===== src/hdl/mprt_pkg.sv =====
// ---------------------------------------------------------------------------
// Metadata piece request tracker package
// Shared constants, codes and transaction types of the piece request tracker.
// ---------------------------------------------------------------------------
`default_nettype none

package mprt_pkg;

   // Sizing of the needed-piece list.
   localparam int MAX_PIECES  = 64;
   localparam int PIECE_BYTES = 16384;
   localparam int DEFAULT_REPEAT_SECS = 3;

   localparam int PIECE_SHIFT = $clog2(PIECE_BYTES);
   localparam int PIECE_W     = (MAX_PIECES > 1) ? $clog2(MAX_PIECES) : 1;
   localparam int CNT_W       = $clog2(MAX_PIECES + 1);
   localparam int TIME_W      = 32;
   localparam int INDEX_W     = 16;
   localparam int LENGTH_W    = 15;
   localparam int SIZE_W      = 21;
   localparam int BAD_W       = 9;
   localparam int BYTE_W      = 8;

   // Configuration register indexes.
   localparam int CSR_INDEX_W = 2;
   localparam logic [CSR_INDEX_W-1:0] CSR_METADATA_SIZE   = 2'd0;
   localparam logic [CSR_INDEX_W-1:0] CSR_MAX_BAD_PIECES  = 2'd1;
   localparam logic [CSR_INDEX_W-1:0] CSR_REPEAT_INTERVAL = 2'd2;

   typedef enum logic [1:0] {
      REQ_START   = 2'd0,
      REQ_NEXT    = 2'd1,
      REQ_PIECE   = 2'd2,
      REQ_VERDICT = 2'd3
   } req_kind_type;

   typedef enum logic [3:0] {
      ST_NOTHING   = 4'd0,
      ST_REQUEST   = 4'd1,
      ST_ACCEPTED  = 4'd2,
      ST_UNNEEDED  = 4'd3,
      ST_BAD       = 4'd4,
      ST_VERIFY    = 4'd5,
      ST_DONE      = 4'd6,
      ST_RETRY     = 4'd7,
      ST_DISABLED  = 4'd8,
      ST_SETUPFAIL = 4'd9,
      ST_BADLIMIT  = 4'd10,
      ST_BLOCKSIZE = 4'd11,
      ST_PARSEFAIL = 4'd12,
      ST_INACTIVE  = 4'd13
   } status_type;

   typedef enum logic [3:0] {
      PH_INACTIVE = 4'b0001,
      PH_TRACK    = 4'b0010,
      PH_VERIFY   = 4'b0100,
      PH_DONE     = 4'b1000
   } phase_type;

   // Operation applied to every cell of the row in the same cycle.
   typedef enum logic [1:0] {
      OP_HOLD   = 2'd0,
      OP_FILL   = 2'd1,
      OP_ROTATE = 2'd2,
      OP_REMOVE = 2'd3
   } cell_op_type;

   typedef struct packed {
      logic [1:0]          req_type;
      logic [TIME_W-1:0]   now_secs;
      logic [INDEX_W-1:0]  piece_index;
      logic [LENGTH_W-1:0] piece_length;
      logic [31:0]         total_size;
      logic                checksum_ok;
      logic                info_ok;
      logic                block_size_ok;
   } req_item_type;

   typedef struct packed {
      logic [3:0]         status;
      logic               piece_issued;
      logic [5:0]         requested_piece;
      logic [6:0]         pieces_remaining;
      logic [6:0]         pieces_total;
      logic [BAD_W-1:0]   bad_count_out;
      logic               tracking_active;
   } rsp_item_type;

   // Broadcast control shared by every list cell.
   typedef struct packed {
      cell_op_type         op;
      logic [CNT_W-1:0]    count;
      logic [PIECE_W-1:0]  last;
      logic [INDEX_W-1:0]  look_index;
      logic [PIECE_W-1:0]  head_piece;
      logic [TIME_W-1:0]   now_time;
   } cell_ctl_type;

endpackage

`default_nettype wire


===== src/hdl/mprt_cell.sv =====
// ---------------------------------------------------------------------------
// Metadata piece request tracker list cell
// Holds one list position (piece number and last request time).
// ---------------------------------------------------------------------------
`default_nettype none

module mprt_cell #(
   parameter int IDX = 0
) (
   input  wire logic                         clock,
   input  wire mprt_pkg::cell_ctl_type       ctl,
   input  wire logic                         shift_en,
   input  wire logic [mprt_pkg::PIECE_W-1:0] next_piece,
   input  wire logic [mprt_pkg::TIME_W-1:0]  next_time,
   output logic      [mprt_pkg::PIECE_W-1:0] piece_out,
   output logic      [mprt_pkg::TIME_W-1:0]  time_out,
   output logic                              match_out
);
   import mprt_pkg::*;

   logic [PIECE_W-1:0] piece_ff, piece_in;
   logic [TIME_W-1:0]  time_ff, time_in;
   logic               match_ff, match_in;
   logic               below_last;

   assign below_last = PIECE_W'(IDX) < ctl.last;

   always_comb begin
      piece_in = piece_ff;
      time_in  = time_ff;
      case (ctl.op)
         OP_FILL: begin
            piece_in = PIECE_W'(IDX);
            time_in  = '0;
         end
         OP_ROTATE: begin
            if (below_last) begin
               piece_in = next_piece;
               time_in  = next_time;
            end else if (PIECE_W'(IDX) == ctl.last) begin
               piece_in = ctl.head_piece;
               time_in  = ctl.now_time;
            end
         end
         OP_REMOVE: begin
            if (shift_en && below_last) begin
               piece_in = next_piece;
               time_in  = next_time;
            end
         end
         default: begin
         end
      endcase
   end

   // Only live positions may report a hit.
   assign match_in = (CNT_W'(IDX) < ctl.count) && (INDEX_W'(piece_ff) == ctl.look_index);

   always_ff @(posedge clock) begin
      piece_ff <= piece_in;
      time_ff  <= time_in;
      match_ff <= match_in;
   end

   assign piece_out = piece_ff;
   assign time_out  = time_ff;
   assign match_out = match_ff;

endmodule

`default_nettype wire


===== config.mk =====
export PLATFORM = sky130hd
export DESIGN_NAME = mprt_cell
export DESIGN_NICKNAME = d
export VERILOG_FILES = /design/src/hdl/mprt_pkg.sv /design/src/hdl/mprt_cell.sv
export SDC_FILE = /design/constraint.sdc
export NUM_CORES = 1
export LEC_CHECK = 0
export ABC_AREA = 1
export BUFFER_PORTS_ARGS = -buffer_cell sky130_fd_sc_hd__clkbuf_2
export CORE_UTILIZATION = 39
export DETAILED_ROUTE_END_ITERATION = 8
export GPL_TIMING_DRIVEN = 0
export PLACE_DENSITY = 0.82
export SYNTH_ARGS = -nofsm -noshare
export SYNTH_HDL_FRONTEND = slang
export SYNTH_SLANG_ARGS = --single-unit

===== constraint.sdc =====
create_clock -name clock -period 3.1 [get_ports clock]
set_clock_uncertainty 0.05 [all_clocks]
set_input_delay 0.155 -clock clock [delete_from_list [all_inputs] [get_ports clock]]
set_output_delay 0.155 -clock clock [all_outputs]
set_load 0.05 [all_outputs]

==> impl_metrics.tcl <==
set metrics [dict create \
    fp.coreArea_mm2 0.00564 \
    crit_path_end "time_out[15]" \
    nets 577 \
    post-cts-setup-buffers 0 \
    gp_congestion 0.765 \
    setup_slack_ns 1.35 \
    ir_drop_v 0.000197 \
    cts_tree "done" \
    wl_per_cell_um 11.3 \
    drt_wl_total_mm 6.09 \
    end_kind "flop" \
    met2_length_mm 3.13 \
    intPower_uw 934 \
    dr_wl_met3_um 492 \
    diodes 0 \
    crit_path_max_fanout 20 \
    holdBufCountCts 0 \
    htree_levels 2 \
    rrSetupSlack_ns 2.13 \
    p_leak_nw 1.92 \
    initial_core_util 0.417 \
    report.final.slew_viol_count 0 \
    timing.final.crit_share 0.565 \
    synth_nets 423 \
    ant_nets 0 \
    r2r-end "match_out" \
    num_vias 2512 \
    dpl.hpwl_mm 4.83 \
    io_buffer_count 146 \
    clock_power_share 0.219 \
    crit_arrival_ns 1.70 \
    grt_pass1_wl_mm 9.91 \
    hold_ws_ns 0.0664 \
    fin_cells 540 \
    worstSkewPairLatency_ns 0.28 \
    reg2reg_depth 5 \
    grt_use_total 0.203 \
    p_comb_frac 0.325 \
    regToRegStartpoint "piece_out[4]" \
    syn_avg_cell_area_um2 7.49 \
    met1_length_mm 2.37 \
    grt_max_degree 21 \
    cts_num_sinks 39 \
    netlist_area_mm2 0.00235 \
    antenna_found_initial 0 \
    p_per_area_mw_per_mm2 447 \
    critPathMostFrequentCell "clkbuf_2" \
    synth_cell_types 20 \
    cts_resized 0 \
    drive_gt1_frac 0.376 \
    io_pins 148 \
    crit_chain "clkbuf_2 > nor2_1 > nand3_1 > clkbuf_2 > nand2_1 > a21oi_4 > buf_16" \
    ys_seq_elements 39 \
    setup-violations-final 0 \
    dpl.cell_count 533 \
    outcome "finished, final reports clean" \
    p_sw_uw 537 \
    die_x_um 79.6 \
    hold_viol_final 0 \
    crit_required_ns 3.05 \
    rsz0062_at_grt "false" \
    period_minus_slack_ns 1.75 \
    cts_buffers 5 \
    die_h_um 79.6 \
    cts_root_buffer "clkbuf_8" \
    tightest_slew_ns 0.729 \
    seqPwrFrac 0.456 \
    rows 27 \
    max_slew_margin 0.513 \
    mostFrequentLayoutCells "nand2_1, clkbuf_2, inv_1" \
    dieArea_mm2 0.00634 \
    synthCells 314 \
    ys_seq_area_frac 0.494 \
    final_common_cell "nand2_1" \
    drt_iter0_markers 98 \
    critPathKind "in2reg" \
    area_growth_pct 39.9 \
    crit_slowest_cell "a21oi_4" \
    slowest_delay_ns 0.61 \
    sw_frac_of_total 0.365 \
    grt_pass1_vias 2354 \
    post-place-ws_ns 1.02 \
    ys_warn_count 0 \
    fmax_mhz 571 \
    cts.reportedPaths.clkPinSlew_ns 0.07 \
    grt_overflow_total 0 \
    vias_per_cell 4.65 \
    first_pass_iters 6 \
    total_power_mw 1.47 \
    cp-start-kind "input port" \
    max-clock-path-buffers 2 \
    dr.max_layer_used "met4" \
    crit_start "ctl[54]" \
    drc 0 \
    max_cap_violations 0 \
    holdCritPathClass "in2reg" \
]
-- power groups by stage --
stage / Combinational, mW / Sequential, mW / Clock [mW]
2_1_floorplan: 0.102 / 0.901 / 0
3_3_place_gp: 0.464 / 0.684 / 0
3_5_place_dp: 0.479 / 0.684 / 0
4_1_cts: 0.480 / 0.672 / 0.330
5_1_grt: 0.514 / 0.677 / 0.353
6_report: 0.478 / 0.670 / 0.323
-- stage by stage --
stage | instance area, um2 | setup TNS [ns] | util
3_5_place_dp | 3210 | 0 | 0.569
4_1_cts | 3290 | 0 | 0.583
5_1_grt | 3290 | 0 | 0.583
3_3_place_gp | 3170 | -35.78 | 0.562
6_report | 3290 | 0 | 0.583
2_1_floorplan | 2350 | 0 | -
-- registers in the layout, summed over array words and instances, names as in the netlist --
register,flops
match_out,1
piece_out,6
time_out,32
-- worst max-delay path, delay by kind of cell --
kind,cells,cell delay [ns]
AOI/OAI and AO/OA,1,0.61
buffers and inverters,3,0.59
and+or+nand+nor,3,0.33
-- worst min-delay path by stage --
stage | startpoint | cells after the start | end | slack [ns]
2_1_floorplan | ctl[52] | 3 | match_out | 0.25
3_3_place_gp | ctl[51] | 4 | match_out | 0.37
3_5_place_dp | ctl[52] | 4 | match_out | 0.37
4_1_cts | ctl[52] | 4 | match_out | 0.07
5_1_grt | ctl[53] | 4 | match_out | 0.09
6_report | ctl[52] | 4 | match_out | 0.07
-- per-layer routing --
| metal | global-route usage | vias up |
|---|---|---|
| met2 | 0.379 | 102 |
| li1 | - | 1285 |
| met1 | 0.216 | 1116 |
| met5 | 0 | - |
| met4 | 0.0873 | 0 |
| met3 | 0.0446 | 9 |
-- logic make-up (layout without fill, tap and decap cells) --
logic type | count (synthesis) | count (layout) | share of synthesized area
xor+xnor | 2 | 2 | 0.00745
compound gates | 35 | 35 | 0.0905
simple gates | 182 | 182 | 0.299
flops | 39 | 39 | 0.494
buf+inv | 56 | 210 | 0.110
-- cells in the mapped netlist --
cell | instances | area share
o21ai_1 | 20 | 0.043
nand3_1 | 9 | 0.019
edfxtp_1 | 38 | 0.49
xor2_1 | 2 | 0.0075
buf_4 | 1 | 0.0032
inv_1 | 42 | 0.067
clkbuf_1 | 2 | 0.0032
nand2_1 | 154 | 0.25
nand4_1 | 1 | 0.0027
o21ai_2 | 10 | 0.037
nor2_2 | 1 | 0.0027
buf_2 | 4 | 0.0085
nor2_1 | 16 | 0.026
a21oi_1 | 1 | 0.0021
clkbuf_2 | 1 | 0.0021
buf_1 | 1 | 0.0016
nor4_1 | 1 | 0.0027
buf_6 | 5 | 0.024
dfxtp_1 | 1 | 0.0085
o21ai_0 | 4 | 0.0085
-- layout make-up --
type                       instances  area (um2)
buffer                            14         100
sequential                        39        1160
fill                             541        2350
tap                               72        90.1
multi-input combinational        219         943
clock buffer                       5        68.8
inverter                          42         158
timing repair buffer             147         758
clock inverter                     2        8.76
No activity file was read; power rests on OpenSTA's default activity.
